$ cat src/priority_thread_scheduler_macros.svh
// Assertion macros for the priority thread scheduler.
// Included by the RTL files that carry concurrent assertions; no other dependencies.
`ifndef PRIORITY_THREAD_SCHEDULER_MACROS_SVH
`define PRIORITY_THREAD_SCHEDULER_MACROS_SVH

`ifndef SYNTHESIS

`define PTS_ASSERT_IMPL(label, clk, rst, ante, cons) \
   label: assert property (@(posedge clk) disable iff (rst) (ante) |-> (cons)) \
      else $error("scheduler assertion failed");

`define PTS_ASSERT_NEXT(label, clk, rst, ante, cons) \
   label: assert property (@(posedge clk) disable iff (rst) (ante) |=> (cons)) \
      else $error("scheduler assertion failed");

`else

`define PTS_ASSERT_IMPL(label, clk, rst, ante, cons)

`define PTS_ASSERT_NEXT(label, clk, rst, ante, cons)

`endif

`endif

$ cat src/pts_pkg.sv
// Shared types and constants of the priority thread scheduler.
// No dependencies; used by pts_best, pts_seq and the top level.
`default_nettype none

package pts_pkg;

   localparam int QUANT_W  = 4;
   localparam int STATUS_W = 2;

   localparam logic [1:0] FN_CREATE = 2'd0;
   localparam logic [1:0] FN_TICK   = 2'd1;
   localparam logic [1:0] FN_SCHED  = 2'd2;
   localparam logic [1:0] FN_SET    = 2'd3;

   localparam logic [STATUS_W-1:0] THR_READY   = 2'd0;
   localparam logic [STATUS_W-1:0] THR_RUNNING = 2'd1;

   localparam logic [2:0]         DISPATCH_LVL  = 3'd2;
   localparam logic [QUANT_W-1:0] QUANTUM_RESET = 4'd3;

   typedef struct packed {
      logic clear;
      logic sample;
   } scan_ctl_type;

endpackage

`default_nettype wire

$ cat src/pts_ifs.sv
// Handshake channels of the scheduler: command, result and configuration words.
// No dependencies.
`default_nettype none

interface pts_req_if;
   logic       valid;
   logic       ready;
   logic [1:0] func;
   logic [4:0] priority_req;
   logic [3:0] thread_id;
   logic [1:0] new_state;
   logic [2:0] irql_level;

   modport source (output valid, func, priority_req, thread_id, new_state, irql_level,
                   input ready);
   modport sink (input valid, func, priority_req, thread_id, new_state, irql_level,
                 output ready);
endinterface

interface pts_rsp_if;
   logic       valid;
   logic       ready;
   logic [3:0] running_id;
   logic       switched;
   logic       reschedule_pending;
   logic       preempt_immediate;
   logic       table_full_error;
   logic [3:0] threads_used;

   modport source (output valid, running_id, switched, reschedule_pending,
                   preempt_immediate, table_full_error, threads_used, input ready);
   modport sink (input valid, running_id, switched, reschedule_pending,
                 preempt_immediate, table_full_error, threads_used, output ready);
endinterface

interface pts_csr_if;
   logic       valid;
   logic       ready;
   logic [3:0] quantum_length;

   modport source (output valid, quantum_length, input ready);
   modport sink (input valid, quantum_length, output ready);
endinterface

`default_nettype wire

$ cat src/pts_table.sv
// Thread table memory: one write port and one registered read port.
// No dependencies.
`default_nettype none

module pts_table #(
   parameter int DEPTH = 8,
   parameter int WIDTH = 11
) (
   input  wire logic                     clock,
   input  wire logic                     wr_en,
   input  wire logic [$clog2(DEPTH)-1:0] wr_addr,
   input  wire logic [WIDTH-1:0]         wr_data,
   input  wire logic [$clog2(DEPTH)-1:0] rd_addr,
   output logic      [WIDTH-1:0]         rd_data
);

   logic [WIDTH-1:0] mem [DEPTH];
   logic [WIDTH-1:0] rd_data_ff;

   always_ff @(posedge clock) begin
      if (wr_en) begin
         mem[wr_addr] <= wr_data;
      end
      rd_data_ff <= mem[rd_addr];
   end

   assign rd_data = rd_data_ff;

endmodule

`default_nettype wire

$ cat src/pts_best.sv
// Shared compare unit that keeps the first ready entry of highest priority during a scan.
// Depends on pts_pkg.
`default_nettype none

module pts_best #(
   parameter int THREAD_SLOTS  = 8,
   parameter int PRIORITY_BITS = 5
) (
   input  wire logic                     clock,
   input  wire logic                     reset,
   input  wire pts_pkg::scan_ctl_type    scan_ctl,
   input  wire logic [$clog2(THREAD_SLOTS)-1:0] cand_idx,
   input  wire logic [PRIORITY_BITS+pts_pkg::STATUS_W+pts_pkg::QUANT_W-1:0] cand_word,
   output logic                          found,
   output logic [$clog2(THREAD_SLOTS)-1:0] best_idx,
   output logic [PRIORITY_BITS+pts_pkg::STATUS_W+pts_pkg::QUANT_W-1:0] best_word
);

   localparam int AW = $clog2(THREAD_SLOTS);
   localparam int EW = PRIORITY_BITS + pts_pkg::STATUS_W + pts_pkg::QUANT_W;

   logic                      found_ff, found_in;
   logic [AW-1:0]             best_idx_ff, best_idx_in;
   logic [EW-1:0]             best_word_ff, best_word_in;
   logic [PRIORITY_BITS-1:0]  cand_prio, best_prio;
   logic [pts_pkg::STATUS_W-1:0] cand_status;
   logic                      take;

   assign cand_prio   = cand_word[EW-1 -: PRIORITY_BITS];
   assign cand_status = cand_word[pts_pkg::QUANT_W +: pts_pkg::STATUS_W];
   assign best_prio   = best_word_ff[EW-1 -: PRIORITY_BITS];
   assign take        = scan_ctl.sample && (cand_status == pts_pkg::THR_READY) &&
                        (!found_ff || (cand_prio > best_prio));

   always_comb begin
      found_in     = found_ff;
      best_idx_in  = best_idx_ff;
      best_word_in = best_word_ff;
      if (scan_ctl.clear) begin
         found_in = 1'b0;
      end else if (take) begin
         found_in     = 1'b1;
         best_idx_in  = cand_idx;
         best_word_in = cand_word;
      end
   end

   always_ff @(posedge clock) begin
      if (reset) begin
         found_ff <= 1'b0;
      end else begin
         found_ff <= found_in;
      end
   end

   always_ff @(posedge clock) begin
      best_idx_ff  <= best_idx_in;
      best_word_ff <= best_word_in;
   end

   assign found     = found_ff;
   assign best_idx  = best_idx_ff;
   assign best_word = best_word_ff;

endmodule

`default_nettype wire

$ cat src/pts_seq.sv
// Command sequencer of the scheduler: decodes commands, drives the thread table and the
// compare unit, and holds the scheduler state and the result register. Depends on pts_pkg,
// the channel interfaces and the assertion macros.
`default_nettype none
`include "priority_thread_scheduler_macros.svh"

module pts_seq #(
   parameter int THREAD_SLOTS  = 8,
   parameter int PRIORITY_BITS = 5
) (
   input  wire logic                     clock,
   input  wire logic                     reset,
   pts_req_if.sink                       req,
   pts_rsp_if.source                     rsp,
   pts_csr_if.sink                       csr,
   output logic                          wr_en,
   output logic [$clog2(THREAD_SLOTS)-1:0] wr_addr,
   output logic [PRIORITY_BITS+pts_pkg::STATUS_W+pts_pkg::QUANT_W-1:0] wr_data,
   output logic [$clog2(THREAD_SLOTS)-1:0] rd_addr,
   input  wire logic [PRIORITY_BITS+pts_pkg::STATUS_W+pts_pkg::QUANT_W-1:0] rd_data,
   output pts_pkg::scan_ctl_type         scan_ctl,
   output logic [$clog2(THREAD_SLOTS)-1:0] cand_idx,
   input  wire logic                     found,
   input  wire logic [$clog2(THREAD_SLOTS)-1:0] best_idx,
   input  wire logic [PRIORITY_BITS+pts_pkg::STATUS_W+pts_pkg::QUANT_W-1:0] best_word
);

   localparam int AW = $clog2(THREAD_SLOTS);
   localparam int CW = $clog2(THREAD_SLOTS + 1);
   localparam int PB = PRIORITY_BITS;
   localparam int QW = pts_pkg::QUANT_W;
   localparam int SW = pts_pkg::STATUS_W;
   localparam int EW = PB + SW + QW;

   typedef enum logic [7:0] {
      S_IDLE    = 8'b0000_0001,
      S_ISSUE   = 8'b0000_0010,
      S_EXEC    = 8'b0000_0100,
      S_SCAN    = 8'b0000_1000,
      S_PICK    = 8'b0001_0000,
      S_SW_CUR  = 8'b0010_0000,
      S_SW_BEST = 8'b0100_0000,
      S_FINISH  = 8'b1000_0000
   } state_type;

   state_type       state_ff, state_in;
   logic [1:0]      cmd_func_ff, cmd_func_in;
   logic [PB-1:0]   cmd_prio_ff, cmd_prio_in;
   logic [3:0]      cmd_tid_ff, cmd_tid_in;
   logic [1:0]      cmd_nst_ff, cmd_nst_in;
   logic [2:0]      cmd_irql_ff, cmd_irql_in;
   logic [CW-1:0]   used_ff, used_in;
   logic [CW-1:0]   cur_ff, cur_in;
   logic            resched_ff, resched_in;
   logic [QW-1:0]   qlen_ff, qlen_in;
   logic            switched_ff, switched_in;
   logic            preempt_ff, preempt_in;
   logic            full_ff, full_in;
   logic [CW-1:0]   scan_idx_ff, scan_idx_in;
   logic            pend_ff, pend_in;
   logic [AW-1:0]   pend_idx_ff, pend_idx_in;
   logic            rsp_valid_ff, rsp_valid_in;
   logic [3:0]      rsp_id_ff, rsp_id_in;
   logic            rsp_sw_ff, rsp_sw_in;
   logic            rsp_rs_ff, rsp_rs_in;
   logic            rsp_pre_ff, rsp_pre_in;
   logic            rsp_full_ff, rsp_full_in;
   logic [3:0]      rsp_used_ff, rsp_used_in;

   logic [PB-1:0]   rd_prio;
   logic [SW-1:0]   rd_status;
   logic [QW-1:0]   rd_quant;
   logic [AW-1:0]   cur_addr, tid_addr;
   logic            tid_ok, table_full, below_dispatch, scan_issue, accept;
   logic [CW-1:0]   best_id;

   assign rd_prio        = rd_data[EW-1 -: PB];
   assign rd_status      = rd_data[QW +: SW];
   assign rd_quant       = rd_data[QW-1:0];
   assign cur_addr       = AW'(cur_ff - CW'(1));
   assign tid_addr       = AW'(cmd_tid_ff - 4'd1);
   assign tid_ok         = (cmd_tid_ff != 4'd0) && (int'(cmd_tid_ff) <= int'(used_ff)) &&
                           (int'(cmd_tid_ff) <= THREAD_SLOTS);
   assign table_full     = (used_ff == CW'(THREAD_SLOTS));
   assign below_dispatch = (cmd_irql_ff < pts_pkg::DISPATCH_LVL);
   assign scan_issue     = (scan_idx_ff < used_ff);
   assign best_id        = CW'(best_idx) + CW'(1);
   assign accept         = req.valid && req.ready;
   assign cand_idx       = pend_idx_ff;

   assign req.ready              = (state_ff == S_IDLE);
   assign csr.ready              = 1'b1;
   assign rsp.valid              = rsp_valid_ff;
   assign rsp.running_id         = rsp_id_ff;
   assign rsp.switched           = rsp_sw_ff;
   assign rsp.reschedule_pending = rsp_rs_ff;
   assign rsp.preempt_immediate  = rsp_pre_ff;
   assign rsp.table_full_error   = rsp_full_ff;
   assign rsp.threads_used       = rsp_used_ff;

   always_comb begin
      state_in     = state_ff;
      cmd_func_in  = cmd_func_ff;
      cmd_prio_in  = cmd_prio_ff;
      cmd_tid_in   = cmd_tid_ff;
      cmd_nst_in   = cmd_nst_ff;
      cmd_irql_in  = cmd_irql_ff;
      used_in      = used_ff;
      cur_in       = cur_ff;
      resched_in   = resched_ff;
      qlen_in      = qlen_ff;
      switched_in  = switched_ff;
      preempt_in   = preempt_ff;
      full_in      = full_ff;
      scan_idx_in  = scan_idx_ff;
      pend_in      = pend_ff;
      pend_idx_in  = pend_idx_ff;
      rsp_valid_in = rsp_valid_ff && !rsp.ready;
      rsp_id_in    = rsp_id_ff;
      rsp_sw_in    = rsp_sw_ff;
      rsp_rs_in    = rsp_rs_ff;
      rsp_pre_in   = rsp_pre_ff;
      rsp_full_in  = rsp_full_ff;
      rsp_used_in  = rsp_used_ff;
      wr_en        = 1'b0;
      wr_addr      = cur_addr;
      wr_data      = rd_data;
      rd_addr      = cur_addr;
      scan_ctl     = '0;

      if (csr.valid) begin
         qlen_in = csr.quantum_length;
      end

      case (state_ff)
         S_IDLE: begin
            if (accept) begin
               cmd_func_in = req.func;
               cmd_prio_in = PB'(req.priority_req);
               cmd_tid_in  = req.thread_id;
               cmd_nst_in  = req.new_state;
               cmd_irql_in = req.irql_level;
               switched_in = 1'b0;
               preempt_in  = 1'b0;
               full_in     = 1'b0;
               state_in    = S_ISSUE;
            end
         end
         S_ISSUE: begin
            case (cmd_func_ff)
               pts_pkg::FN_CREATE: begin
                  if (table_full) begin
                     full_in  = 1'b1;
                     state_in = S_FINISH;
                  end else begin
                     wr_en    = 1'b1;
                     wr_addr  = AW'(used_ff);
                     wr_data  = {cmd_prio_ff, pts_pkg::THR_READY, qlen_ff};
                     used_in  = used_ff + CW'(1);
                     state_in = (cur_ff != '0) ? S_EXEC : S_FINISH;
                  end
               end
               pts_pkg::FN_TICK: begin
                  state_in = (cur_ff != '0) ? S_EXEC : S_FINISH;
               end
               pts_pkg::FN_SET: begin
                  rd_addr  = tid_addr;
                  state_in = tid_ok ? S_EXEC : S_FINISH;
               end
               default: begin
                  if (below_dispatch) begin
                     scan_ctl.clear = 1'b1;
                     scan_idx_in    = '0;
                     pend_in        = 1'b0;
                     state_in       = S_SCAN;
                  end else begin
                     state_in = S_FINISH;
                  end
               end
            endcase
         end
         S_EXEC: begin
            case (cmd_func_ff)
               pts_pkg::FN_CREATE: begin
                  if (cmd_prio_ff > rd_prio) begin
                     resched_in = 1'b1;
                     preempt_in = below_dispatch;
                  end
               end
               pts_pkg::FN_TICK: begin
                  wr_en = 1'b1;
                  if (rd_quant <= QW'(1)) begin
                     wr_data    = {rd_prio, rd_status, qlen_ff};
                     resched_in = 1'b1;
                  end else begin
                     wr_data = {rd_prio, rd_status, rd_quant - QW'(1)};
                  end
               end
               pts_pkg::FN_SET: begin
                  wr_en   = 1'b1;
                  wr_addr = tid_addr;
                  wr_data = {rd_prio, cmd_nst_ff, rd_quant};
               end
               default: begin
               end
            endcase
            state_in = S_FINISH;
         end
         S_SCAN: begin
            rd_addr         = AW'(scan_idx_ff);
            pend_in         = scan_issue;
            pend_idx_in     = AW'(scan_idx_ff);
            scan_ctl.sample = pend_ff;
            if (scan_issue) begin
               scan_idx_in = scan_idx_ff + CW'(1);
            end else if (!pend_ff) begin
               state_in = S_PICK;
            end
         end
         S_PICK: begin
            resched_in = 1'b0;
            if (found && (cur_ff != best_id)) begin
               switched_in = 1'b1;
               state_in    = S_SW_CUR;
            end else begin
               state_in = S_FINISH;
            end
         end
         S_SW_CUR: begin
            if ((cur_ff != '0) && (rd_status == pts_pkg::THR_RUNNING)) begin
               wr_en   = 1'b1;
               wr_data = {rd_prio, pts_pkg::THR_READY, rd_quant};
            end
            state_in = S_SW_BEST;
         end
         S_SW_BEST: begin
            wr_en    = 1'b1;
            wr_addr  = best_idx;
            wr_data  = {best_word[EW-1 -: PB], pts_pkg::THR_RUNNING, best_word[QW-1:0]};
            cur_in   = best_id;
            state_in = S_FINISH;
         end
         S_FINISH: begin
            if (!rsp_valid_ff || rsp.ready) begin
               rsp_valid_in = 1'b1;
               rsp_id_in    = 4'(cur_ff);
               rsp_sw_in    = switched_ff;
               rsp_rs_in    = resched_ff;
               rsp_pre_in   = preempt_ff;
               rsp_full_in  = full_ff;
               rsp_used_in  = 4'(used_ff);
               state_in     = S_IDLE;
            end
         end
         default: begin
            state_in = S_IDLE;
         end
      endcase
   end

   always_ff @(posedge clock) begin
      if (reset) begin
         state_ff     <= S_IDLE;
         used_ff      <= '0;
         cur_ff       <= '0;
         resched_ff   <= 1'b0;
         qlen_ff      <= pts_pkg::QUANTUM_RESET;
         switched_ff  <= 1'b0;
         preempt_ff   <= 1'b0;
         full_ff      <= 1'b0;
         scan_idx_ff  <= '0;
         pend_ff      <= 1'b0;
         rsp_valid_ff <= 1'b0;
      end else begin
         state_ff     <= state_in;
         used_ff      <= used_in;
         cur_ff       <= cur_in;
         resched_ff   <= resched_in;
         qlen_ff      <= qlen_in;
         switched_ff  <= switched_in;
         preempt_ff   <= preempt_in;
         full_ff      <= full_in;
         scan_idx_ff  <= scan_idx_in;
         pend_ff      <= pend_in;
         rsp_valid_ff <= rsp_valid_in;
      end
   end

   always_ff @(posedge clock) begin
      cmd_func_ff <= cmd_func_in;
      cmd_prio_ff <= cmd_prio_in;
      cmd_tid_ff  <= cmd_tid_in;
      cmd_nst_ff  <= cmd_nst_in;
      cmd_irql_ff <= cmd_irql_in;
      pend_idx_ff <= pend_idx_in;
      rsp_id_ff   <= rsp_id_in;
      rsp_sw_ff   <= rsp_sw_in;
      rsp_rs_ff   <= rsp_rs_in;
      rsp_pre_ff  <= rsp_pre_in;
      rsp_full_ff <= rsp_full_in;
      rsp_used_ff <= rsp_used_in;
   end

   `PTS_ASSERT_IMPL(a_used_bound, clock, reset, 1'b1, used_ff <= CW'(THREAD_SLOTS))
   `PTS_ASSERT_IMPL(a_cur_created, clock, reset, 1'b1, cur_ff <= used_ff)
   `PTS_ASSERT_NEXT(a_accept_issue, clock, reset, accept, state_ff == S_ISSUE)
   `PTS_ASSERT_IMPL(a_no_write_scan, clock, reset, wr_en, state_ff != S_IDLE && state_ff != S_SCAN)

endmodule

`default_nettype wire

$ cat src/priority_thread_scheduler.sv
// Priority thread scheduler: top level joining the sequencer, compare unit and thread table.
// Depends on pts_pkg, the channel interfaces, pts_seq, pts_best and pts_table.
//
// One command word is taken at a time and answered by exactly one result word. Create, tick
// and set-state pass from acceptance through the issue state, and where needed the execute
// state, to the finish state; schedule reads the table through its one read port, and the scan
// visits one entry per cycle through the shared priority compare unit. Results wait in an
// output register, so the next command is accepted while the previous result is pending.
// The quantum length may be written at any time while no command is in flight.
`default_nettype none

module priority_thread_scheduler #(
   parameter int THREAD_SLOTS  = 8,
   parameter int PRIORITY_BITS = 5
) (
   input  wire logic   clock,
   input  wire logic   reset,
   pts_req_if.sink     req_chan,
   pts_rsp_if.source   rsp_chan,
   pts_csr_if.sink     csr_chan
);

   localparam int AW = $clog2(THREAD_SLOTS);
   localparam int EW = PRIORITY_BITS + pts_pkg::STATUS_W + pts_pkg::QUANT_W;

   logic                  wr_en;
   logic [AW-1:0]         wr_addr, rd_addr, cand_idx, best_idx;
   logic [EW-1:0]         wr_data, rd_data, best_word;
   logic                  found;
   pts_pkg::scan_ctl_type scan_ctl;

   pts_seq #(
      .THREAD_SLOTS  (THREAD_SLOTS),
      .PRIORITY_BITS (PRIORITY_BITS)
   ) u_seq (
      .clock     (clock),
      .reset     (reset),
      .req       (req_chan),
      .rsp       (rsp_chan),
      .csr       (csr_chan),
      .wr_en     (wr_en),
      .wr_addr   (wr_addr),
      .wr_data   (wr_data),
      .rd_addr   (rd_addr),
      .rd_data   (rd_data),
      .scan_ctl  (scan_ctl),
      .cand_idx  (cand_idx),
      .found     (found),
      .best_idx  (best_idx),
      .best_word (best_word)
   );

   pts_best #(
      .THREAD_SLOTS  (THREAD_SLOTS),
      .PRIORITY_BITS (PRIORITY_BITS)
   ) u_best (
      .clock     (clock),
      .reset     (reset),
      .scan_ctl  (scan_ctl),
      .cand_idx  (cand_idx),
      .cand_word (rd_data),
      .found     (found),
      .best_idx  (best_idx),
      .best_word (best_word)
   );

   pts_table #(
      .DEPTH (THREAD_SLOTS),
      .WIDTH (EW)
   ) u_table (
      .clock   (clock),
      .wr_en   (wr_en),
      .wr_addr (wr_addr),
      .wr_data (wr_data),
      .rd_addr (rd_addr),
      .rd_data (rd_data)
   );

endmodule

`default_nettype wire
$ cat src/flat_wrapper.sv
// flat-port wrapper written by rule: the top's interface ports become plain ports
module priority_thread_scheduler_flat 
#(
   parameter int THREAD_SLOTS  = 8,
   parameter int PRIORITY_BITS = 5
)
  (clock, reset, req_chan_valid, req_chan_func, req_chan_priority_req, req_chan_thread_id, req_chan_new_state, req_chan_irql_level, req_chan_ready, rsp_chan_valid, rsp_chan_running_id, rsp_chan_switched, rsp_chan_reschedule_pending, rsp_chan_preempt_immediate, rsp_chan_table_full_error, rsp_chan_threads_used, rsp_chan_ready, csr_chan_valid, csr_chan_quantum_length, csr_chan_ready);
  pts_req_if req_chan_i ();
  pts_rsp_if rsp_chan_i ();
  pts_csr_if csr_chan_i ();
  input  wire logic clock;
  input  wire logic reset;
  input wire logic [$bits(req_chan_i.valid)-1:0] req_chan_valid;
  input wire logic [$bits(req_chan_i.func)-1:0] req_chan_func;
  input wire logic [$bits(req_chan_i.priority_req)-1:0] req_chan_priority_req;
  input wire logic [$bits(req_chan_i.thread_id)-1:0] req_chan_thread_id;
  input wire logic [$bits(req_chan_i.new_state)-1:0] req_chan_new_state;
  input wire logic [$bits(req_chan_i.irql_level)-1:0] req_chan_irql_level;
  output wire logic [$bits(req_chan_i.ready)-1:0] req_chan_ready;
  output wire logic [$bits(rsp_chan_i.valid)-1:0] rsp_chan_valid;
  output wire logic [$bits(rsp_chan_i.running_id)-1:0] rsp_chan_running_id;
  output wire logic [$bits(rsp_chan_i.switched)-1:0] rsp_chan_switched;
  output wire logic [$bits(rsp_chan_i.reschedule_pending)-1:0] rsp_chan_reschedule_pending;
  output wire logic [$bits(rsp_chan_i.preempt_immediate)-1:0] rsp_chan_preempt_immediate;
  output wire logic [$bits(rsp_chan_i.table_full_error)-1:0] rsp_chan_table_full_error;
  output wire logic [$bits(rsp_chan_i.threads_used)-1:0] rsp_chan_threads_used;
  input wire logic [$bits(rsp_chan_i.ready)-1:0] rsp_chan_ready;
  input wire logic [$bits(csr_chan_i.valid)-1:0] csr_chan_valid;
  input wire logic [$bits(csr_chan_i.quantum_length)-1:0] csr_chan_quantum_length;
  output wire logic [$bits(csr_chan_i.ready)-1:0] csr_chan_ready;
  assign req_chan_i.valid = req_chan_valid;
  assign req_chan_i.func = req_chan_func;
  assign req_chan_i.priority_req = req_chan_priority_req;
  assign req_chan_i.thread_id = req_chan_thread_id;
  assign req_chan_i.new_state = req_chan_new_state;
  assign req_chan_i.irql_level = req_chan_irql_level;
  assign req_chan_ready = req_chan_i.ready;
  assign rsp_chan_valid = rsp_chan_i.valid;
  assign rsp_chan_running_id = rsp_chan_i.running_id;
  assign rsp_chan_switched = rsp_chan_i.switched;
  assign rsp_chan_reschedule_pending = rsp_chan_i.reschedule_pending;
  assign rsp_chan_preempt_immediate = rsp_chan_i.preempt_immediate;
  assign rsp_chan_table_full_error = rsp_chan_i.table_full_error;
  assign rsp_chan_threads_used = rsp_chan_i.threads_used;
  assign rsp_chan_i.ready = rsp_chan_ready;
  assign csr_chan_i.valid = csr_chan_valid;
  assign csr_chan_i.quantum_length = csr_chan_quantum_length;
  assign csr_chan_ready = csr_chan_i.ready;
  priority_thread_scheduler #(.THREAD_SLOTS(THREAD_SLOTS), .PRIORITY_BITS(PRIORITY_BITS)) u_core (.clock(clock), .reset(reset), .req_chan(req_chan_i), .rsp_chan(rsp_chan_i), .csr_chan(csr_chan_i));
endmodule
$ cat config.mk
export PLATFORM = sky130hd
export DESIGN_NAME = priority_thread_scheduler_flat
export DESIGN_NICKNAME = d
export VERILOG_FILES = /design/src/pts_pkg.sv /design/src/pts_ifs.sv /design/src/pts_table.sv /design/src/pts_best.sv /design/src/pts_seq.sv /design/src/priority_thread_scheduler.sv /design/src/flat_wrapper.sv
export VERILOG_INCLUDE_DIRS = /design/src /design/src/src
export SDC_FILE = /design/constraint.sdc
export NUM_CORES = 1
export LEC_CHECK = 0
export ABC_AREA = 1
export ABC_CLOCK_PERIOD_IN_PS = 6100
export BUFFER_PORTS_ARGS = -buffer_cell sky130_fd_sc_hd__buf_2
export CAP_MARGIN = 20
export CORE_MARGIN = 3
export CORE_UTILIZATION = 29
export CTS_CLUSTER_SIZE = 14
export DETAILED_ROUTE_END_ITERATION = 12
export PLACE_DENSITY = 0.47
export SLEW_MARGIN = 20
export SYNTH_ARGS = -nofsm -noshare
export SYNTH_HDL_FRONTEND = slang
export SYNTH_SLANG_ARGS = --single-unit
$ cat constraint.sdc
create_clock -name clock -period 6.1 [get_ports clock]
set_clock_uncertainty 0.1 [all_clocks]
set_input_delay 0.305 -clock clock [delete_from_list [all_inputs] [get_ports clock]]
set_output_delay 0.305 -clock clock [all_outputs]
set_load 0.05 [all_outputs]
-- After elaboration in Yosys (flattened, before gate mapping)
Memory sizes are Yosys's and may differ from the RTL's. A register that Yosys moved wholly into a read port is not among the register bits.
Cells that the tools add are included.
- register bits after elaboration: 76
- output and inout port bits: 15
- input port bits: 25
- word-level logic and storage cells: 162
- memories kept: 1
- memory bits (writable): 88
- magnitude comparators: 7
- bitwise logic cells: 2
- add/subtract/negate cells: 6
- muxes and demuxes: 55
- equality and inequality tests: 28
- reduce and logical (&&, ||, !) cells: 37
- memories (memory ; words ; width ; rd ports ; clocked after memory_dff ; write ports ; RTL line ; RTL):
    u_core.u_table.mem ; 8 ; 11 ; 1 ; 1 ; 1 ; pts_table.sv:17 ; logic [WIDTH-1:0] mem [DEPTH];
- operator list (kind ; number):
    8-bit two-way mux ; 9
    8-bit case mux with 7 select lines ; 1
    11-bit case mux with 4 select lines ; 1
    8-bit case mux with 3 select lines ; 1
    1-bit two-way mux ; 22
    11-bit two-way mux ; 2
    2-bit inequality test, second input constant ; 10
    4-bit AND reduction ; 5
    4-bit two-way mux ; 4
    1-bit case mux with 2 select lines ; 6
    6-bit case mux with 2 select lines ; 1
    5-bit > comparator ; 2
    2-bit nonzero test ; 5
    3-bit two-way mux ; 3
    3-bit case mux with 3 select lines ; 1
    3-bit AND reduction ; 3
    4-bit by 1-bit adder with 4-bit output, second input constant ; 2
    8-bit by 1-bit == test with 1-bit output, second input constant ; 1
    8-bit by 2-bit == test with 1-bit output, second input constant ; 1
    8-bit by 3-bit == test with 1-bit output, second input constant ; 1
    8-bit by 4-bit == test with 1-bit output, second input constant ; 1
    8-bit by 5-bit == test with 1-bit output, second input constant ; 1
    8-bit by 6-bit == test with 1-bit output, second input constant ; 1
    8-bit by 7-bit == test with 1-bit output, second input constant ; 1
    29 further kinds ; 50

-- Logic depth before layout (Yosys ltp)
Gate-level depths: netlist (run 1).
- depth in word-level cells: 6
- gate-level depth with buffers: 14
- mapped depth without buffers: 13

-- Cells and area by module
From an unflattened synthesis (run 1), not the netlist that was laid out.
- cells, all modules: 905
- area total of the unflattened synthesis: 8420.6 µm²
- modules (own cells, without submodules) (module ; cells each ; seq. area each (µm²) ; instances ; area each (µm²)):
    pts_table ; 409 ; 2862.7 ; 1 ; 4139.0
    pts_seq ; 451 ; 1501.4 ; 1 ; 3669.8
    pts_best ; 45 ; 440.4 ; 1 ; 611.8

-- Worst setup path before layout (run 1)
Ideal clock, no wire load.
- path kind: flip-flop to flip-flop
- start: reg u_core.u_seq.used_ff[1]
- end: mem u_core.u_table.mem[1][0] (enable)
- arrival: 1947 ps
- data required time: 5622 ps
- buffers on the path: 0
- path slack: 3675 ps
- period minus slack after synthesis: 2425 ps
- stages on the path, launching flop included: 12
- setup time: 378 ps
- cells stage by stage: dfxtp_1 -> inv_1 -> ha_1 -> nand2_1 -> nor2_1 -> nor2_1 -> nand2_2 -> nor2_1 -> inv_1 -> nand3_1 -> nand2_1 -> nor2_1
- word-level cells in the longest chain between the ends: 6
- elaborated cells on any way between the ends: 9
- those cells by class: eq/ne: 1; mux: 8
- RTL lines (element ; RTL line ; RTL):
    from (decl) ; pts_seq.sv:52 ; logic [CW-1:0] used_ff, used_in;
    from (signal assigned) ; pts_seq.sv:276 ; used_ff <= used_in;
    4-bit == test ; pts_seq.sv:84 ; assign table_full = (used_ff == CW'(THREAD_SLOTS));
    1-bit two-way mux ; pts_seq.sv:152 ; if (table_full) begin
    1-bit two-way mux ; pts_seq.sv:150 ; case (cmd_func_ff)
    1-bit case mux with 4 select lines ; pts_seq.sv:135 ; case (state_ff)
    1-bit two-way mux ; pts_table.sv:21 ; if (wr_en) begin
    1-bit two-way mux (implied by the code) ; pts_table.sv:22 ; mem[wr_addr] <= wr_data;
    to (decl) ; pts_table.sv:17 ;
Several ways; a longest one is shown, not always the timed one.

-- Worst setup path after layout (run 1)
- start: reg u_core.u_seq.used_ff[1]
- end: mem u_core.u_table.mem[5][6] (enable)
The elaborated chain is that of the path after synthesis.

==> results of run 1 <==
-- what timing repair did --
item                      4_1_cts  5_1_grt
gates resized for setup         0        0
hold buffers                   18        0
hold endpoints to repair       18        0
buffers inserted                0        0
-- through the flow --
step           hold WS, ns   util  area [sq um]  power [mW]  setup WS, ns
2_1_floorplan        0.284      -          8310        1.70          3.67
3_3_place_gp         0.303  0.317          8870        1.83          2.94
3_5_place_dp         0.307  0.317          8870        1.83          2.94
4_1_cts           0.000803  0.344          9640        2.93          2.92
5_1_grt             0.0280  0.344          9640        3.04          2.63
6_report            0.0155  0.344          9640        2.89          2.97
-- final timing paths --
path,from,endpoint,depth (start not counted)
max,u_core.u_seq.used_ff[1]$_SDFFE_PP0P_,u_core.u_table.mem[5][6]$_DFFE_PP_,12
min,csr_chan_quantum_length[2],u_core.u_seq.qlen_ff[2]$_SDFFE_PP0P_,3
max reg2reg,u_core.u_seq.used_ff[1]$_SDFFE_PP0P_,u_core.u_table.mem[5][6]$_DFFE_PP_,12
min reg2reg,u_core.u_seq.cand_idx[2]$_DFFE_PP_,u_core.u_best.best_idx[2]$_DFFE_PP_,0
-- critical path: cells and delay by family, from the launching register on --
family        cells  cell delay [ns]
flops             1             0.43
buf+inv           3             0.54
fa+ha+maj         1             0.21
simple gates      8             1.54
-- synthesized netlist by cell type (all sizes together), types with 4 or more instances --
cell type / count / area share
ha: 26 / 0.039
o211ai: 6 / 0.0054
inv: 167 / 0.075
nor2: 49 / 0.025
a21oi: 35 / 0.021
o221ai: 5 / 0.0053
clkbuf: 4 / 0.0023
nand3: 114 / 0.071
nand4: 10 / 0.0075
xor2: 6 / 0.0063
buf: 22 / 0.021
dfxtp: 42 / 0.10
nor3: 11 / 0.0066
o21ai: 27 / 0.017
nand2: 221 / 0.11
nand3b: 5 / 0.0045
edfxtp: 130 / 0.47
-- sequential cells by signal, indices dropped and copies added (netlist names), 2 cells and up --
register	cells
u_core.u_seq.state_ff	8
u_core.u_seq.rsp.threads_used	4
u_core.u_seq.cmd_func_ff	2
u_core.u_seq.qlen_ff	4
u_core.u_seq.cmd_irql_ff	2
u_core.u_seq.used_ff	4
u_core.u_seq.cmd_tid_ff	4
u_core.u_best.best_word	9
u_core.u_seq.scan_idx_ff	4
u_core.u_table.rd_data	11
u_core.u_table.mem	88
u_core.u_seq.cmd_nst_ff	2
u_core.u_seq.cmd_prio_ff	5
u_core.u_seq.cand_idx	3
u_core.u_seq.cur_ff	4
u_core.u_seq.rsp.running_id	4
u_core.u_best.best_idx	3
-- logic make-up after synthesis --
family / synth area share
buffers and inverters: 0.0983
adder cells (fa/ha/maj): 0.0391
other: 0.000451
AND/OR/NAND/NOR: 0.224
XOR/XNOR: 0.00843
AO/OA/AOI/OAI: 0.0592
flip-flops: 0.571
-- layout make-up --
| cell class | instances | area (sq um) |
|---|---|---|
| clock buffer | 17 | 425 |
| sequential | 172 | 4740 |
| multi-input combinational | 533 | 2760 |
| fill | 2872 | 18400 |
| inverter | 167 | 627 |
| clock inverter | 15 | 169 |
| timing repair buffer | 66 | 448 |
| tap | 378 | 473 |
-- power by group through the flow --
stage	sequential, mW	clock (mW)	combinational (mW)
floorplan	1.40	0	0.297
global route	1.40	1.16	0.483
global placement	1.42	0	0.411
detailed placement	1.42	0	0.413
CTS	1.39	1.11	0.424
finish	1.39	1.08	0.417
-- routing by layer --
metal,GRT usage,part of all wire
met1,0.188,0.48
met2,0.235,0.48
met3,0.0262,0.027
met4,0.0352,0.010
met5,0,0
==> results.json, run 1 <==
{
  "yosys.cell_types.count": 43,
  "first_pass_iters": 5,
  "power_leakage_nw": 4.19,
  "route.detailed.wl_per_inst_microns": 15.4,
  "rsz0062_at_grt": "no",
  "routabilityCongestion": 0.826,
  "p_sw_frac": 0.299,
  "seq_area_frac_synth": 0.571,
  "crit_path_top_delay_cell": "nor2_1",
  "drt_iter0_markers": 421,
  "final.period_utilization": 0.513,
  "mostFrequentLayoutCell": "nand2_1",
  "drive_above_1_share": 0.110,
  "final_antenna_net_count": 0,
  "area_growth_pct": 16.0,
  "syn_area_sq_um": 8310,
  "portBuffers": 37,
  "ios": 40,
  "r2r_setup_slack_ns": 2.97,
  "maxCapViolCount": 0,
  "synth_warnings": 0,
  "final_cells": 1348,
  "synth_nets": 949,
  "antenna_cells": 0,
  "h-tree-depth": 4,
  "path_clk_slew_ns": 0.08,
  "avgSynthCellArea_sq_um": 9.26,
  "max_freq_mhz": 319,
  "critPathLaunchType": "flip-flop",
  "slew_viol_final": 0,
  "tightestPinTransition_ns": 1.03,
  "grt_pass1_vias": 5946,
  "synth_edf_count": 130,
  "ys_ff_latch": 172,
  "cp_cell_sequence": "inv_1, ha_1, nand2_1, nor2_1, nor2_1, nand2_2, nor2_1, inv_1, nand3_1, nand2_1, nor2_1, buf_4",
  "grt_max_degree": 46,
  "slew_headroom": 0.303,
  "cts_tree": "built",
  "clock_path_buffers": 2,
  "clkPwrFrac": 0.375,
  "p_comb_frac": 0.144,
  "finalCriticalPeriod_ns": 3.13,
  "viasPerCell": 4.48,
  "p_seq_frac": 0.481,
  "p_switching_mw": 0.866,
  "ir_drop_v": 0.000203,
  "crit_top_cell": "nor2_1",
  "synthFlopType": "edfxtp_1",
  "drc": 0,
  "antenna_found_initial": 0,
  "end_kind": "flip-flop",
  "ys_async_sr_fraction": 0,
  "critPathMaxFanout": 8,
  "fin_nets": 1008,
  "die_w_microns": 175,
  "setup_violations": 0,
  "dp_cells": 1298,
  "die_h_microns": 175,
  "hp-class": "input port to flip-flop",
  "cp.arrival_ns": 3.16,
  "cp_slowest_stage_delay_ns": 0.45,
  "crit_required_ns": 6.13,
  "crit_type": "flip-flop to flip-flop",
  "clock-sinks": 172,
  "power.density_nw_per_um2": 300,
  "p_int_mw": 2.03,
  "cts_root_buf": "clkbuf_16",
  "final_cell_mix": "nand2_1 (212), inv_1 (160), edfxtp_1 (130)",
  "via_count": 6039,
  "globalRouteTotalUtil": 0.140,
  "dp_hpwl_microns": 13900,
  "start_util": 0.297,
  "status": "complete, no violations",
  "core_sq_um": 28000,
  "hold_viol": 0,
  "grt_remaining_overflow": 0,
  "finalSetupTns_ns": 0,
  "grt_first_pass_wirelength_microns": 33200,
  "numCtsBuffers": 17,
  "drt_wl_total_microns": 20800,
  "die-area_sq_um": 30700,
  "rows": 61,
  "syn_inst": 898,
  "insertion_delay_ns": 0.44
}
Power figures use the tool's default switching activity.
==> inputs of run 2 (changes only) <==
--- a/config.mk
+++ b/config.mk
@@ -7,7 +7,7 @@
 export NUM_CORES = 1
 export LEC_CHECK = 0
 export ABC_AREA = 1
-export ABC_CLOCK_PERIOD_IN_PS = 6100
+export ABC_CLOCK_PERIOD_IN_PS = 3220
 export BUFFER_PORTS_ARGS = -buffer_cell sky130_fd_sc_hd__buf_2
 export CAP_MARGIN = 20
 export CORE_MARGIN = 3
==> constraint.sdc (replaced) <==
create_clock -name clock -period 3.22 [get_ports clock]
set_clock_uncertainty 0.1 [all_clocks]
set_input_delay 0.161 -clock clock [delete_from_list [all_inputs] [get_ports clock]]
set_output_delay 0.161 -clock clock [all_outputs]
set_load 0.05 [all_outputs]
==> results.json, run 2 (synthesis results as in run 1) <==
{
  "cts_root_buf": "clkbuf_16",
  "ir_drop_v": 0.000349,
  "cp_cell_sequence": "inv_1, ha_1, nand2_1, nor2_1, nor2_1, nand2_2, inv_2, nand2_1, nand3_1, inv_1, nand2_1, nor2_1, buf_4",
  "grt_pass1_vias": 5875,
  "r2r_setup_slack_ns": 0.42,
  "viasPerCell": 4.42,
  "crit_required_ns": 3.24,
  "drive_above_1_share": 0.122,
  "worstPathBufferInverterCount": 4,
  "end_kind": "flip-flop",
  "first_pass_iters": 5,
  "finalCriticalPeriod_ns": 2.80,
  "maxCapViolCount": 0,
  "grt_remaining_overflow": 0,
  "largest_reg_flops": 88,
  "routabilityCongestion": 0.826,
  "grt_max_degree": 45,
  "power_leakage_nw": 4.31,
  "rsz0062_at_grt": "no",
  "slew_viol_final": 0,
  "area_growth_pct": 18.6,
  "numCtsBuffers": 17,
  "antenna_found_initial": 0,
  "ff2ff_path_depth": 13,
  "post-place-ws_ns": 0.454,
  "path_clk_slew_ns": 0.07,
  "hp-class": "input port to flip-flop",
  "setup_ws_ns": 0.420,
  "critPathMaxFanout": 11,
  "fin_nets": 1033,
  "core_sq_um": 28000,
  "insertion_delay_ns": 0.44,
  "mostFrequentLayoutCell": "nand2_1",
  "r2r_end": "u_core.u_table.mem[0][1]$_DFFE_PP_",
  "rows": 61,
  "status": "complete, no violations",
  "slew_headroom": 0.510,
  "dp_hpwl_microns": 14400,
  "start_util": 0.297,
  "crit_cells": 13,
  "postCtsSetupRepairBufs": 0,
  "power.density_nw_per_um2": 561,
  "final_cell_mix": "nand2_1 (212), inv_1 (160), edfxtp_1 (130)",
  "regMostFlops": "u_core.u_table.mem",
  "endpoint": "u_core.u_table.mem[0][1]$_DFFE_PP_",
  "die_h_microns": 175,
  "crit_start": "u_core.u_seq.used_ff[1]$_SDFFE_PP0P_",
  "via_count": 6075,
  "clkPwrFrac": 0.373,
  "finalSetupTns_ns": 0,
  "crit-reg2reg-launch": "u_core.u_seq.used_ff[1]$_SDFFE_PP0P_",
  "final_antenna_net_count": 0,
  "cp.arrival_ns": 2.82,
  "clock_path_buffers": 2,
  "h-tree-depth": 4,
  "cts_tree": "built",
  "critPathTopFamily": "simple AND/OR/NAND/NOR gates",
  "p_switching_mw": 1.66,
  "critPathLaunchType": "flip-flop",
  "tightestPinTransition_ns": 0.734,
  "cts_hold_buf": 28,
  "drc": 0,
  "die_w_microns": 175,
  "crit_path_top_delay_cell": "dfxtp_1",
  "cp_slowest_stage_delay_ns": 0.36,
  "crit_type": "flip-flop to flip-flop",
  "hold_viol": 0,
  "route.detailed.wl_per_inst_microns": 15.4,
  "setup_violations": 0,
  "die-area_sq_um": 30700,
  "p_comb_frac": 0.151,
  "cts_resized": 0,
  "ios": 40,
  "clock-sinks": 172,
  "p_int_mw": 3.87,
  "globalRouteTotalUtil": 0.142,
  "p_seq_frac": 0.476,
  "p_sw_frac": 0.300,
  "grt_first_pass_wirelength_microns": 33100,
  "drt_iter0_markers": 358,
  "hold_depth": 2,
  "final.period_utilization": 0.870,
  "portBuffers": 37,
  "max_freq_mhz": 357,
  "drt_wl_total_microns": 21200,
  "antenna_cells": 0
}
## run 2: power by group through the flow
stage	Combinational, mW	Clock, mW	Sequential, mW
6_report	0.836	2.06	2.63
5_1_grt	0.953	2.21	2.65
4_1_cts	0.846	2.12	2.63
3_5_place_dp	0.813	0	2.68
3_3_place_gp	0.808	0	2.69
2_1_floorplan	0.563	0	2.66
## run 2: how the worst min path moves through the flow
stage,from,end
finish,reset,u_core.u_seq.state_ff[6]$_SDFFE_PP0P_
global route,reset,u_core.u_seq.scan_idx_ff[3]$_SDFFE_PP0P_
CTS,reset,u_core.u_seq.state_ff[6]$_SDFFE_PP0P_
detailed placement,req_chan_priority_req[2],u_core.u_seq.cmd_prio_ff[2]$_DFFE_PP_
global placement,req_chan_thread_id[3],u_core.u_seq.cmd_tid_ff[3]$_DFFE_PP_
floorplan,reset,u_core.u_seq.state_ff[1]$_SDFFE_PP0P_
## run 2: per-layer routing
layer,share of wire,vias up,global-route usage
li1,-,3118,-
met1,0.47,2847,0.190
met2,0.49,94,0.239
met3,0.028,16,0.0218
met4,0.0098,0,0.0379
met5,0,-,0
## run 2: per-stage QoR
stage               cell area [sq um]  cells  power (mW)   util  hold slack (ns)
floorplan                        8310    898        3.22      -            0.140
global placement                 8980   1313        3.49  0.320            0.238
detailed placement               8980   1313        3.49  0.320            0.239
CTS                              9860   1373        5.60  0.352           0.0187
global route                     9860   1373        5.81  0.352           0.0402
finish                           9860   1373        5.53  0.352           0.0227
## run 2: cell type report
type / instances / area [sq um]
timing repair buffer: 91 / 661
multi-input combinational: 533 / 2750
clock inverter: 15 / 175
clock buffer: 17 / 425
fill: 2891 / 18200
inverter: 167 / 627
sequential: 172 / 4740
tap: 378 / 473
## run 2: worst register-to-register path, cell delays in order, from the launching register on
cell,delay [ns]
dfxtp_1,0.36
inv_1,0.14
ha_1,0.16
nand2_1,0.09
nor2_1,0.30
nor2_1,0.13
nand2_2,0.22
inv_2,0.19
nand2_1,0.13
nand3_1,0.14
inv_1,0.10
nand2_1,0.07
nor2_1,0.10
buf_4,0.26
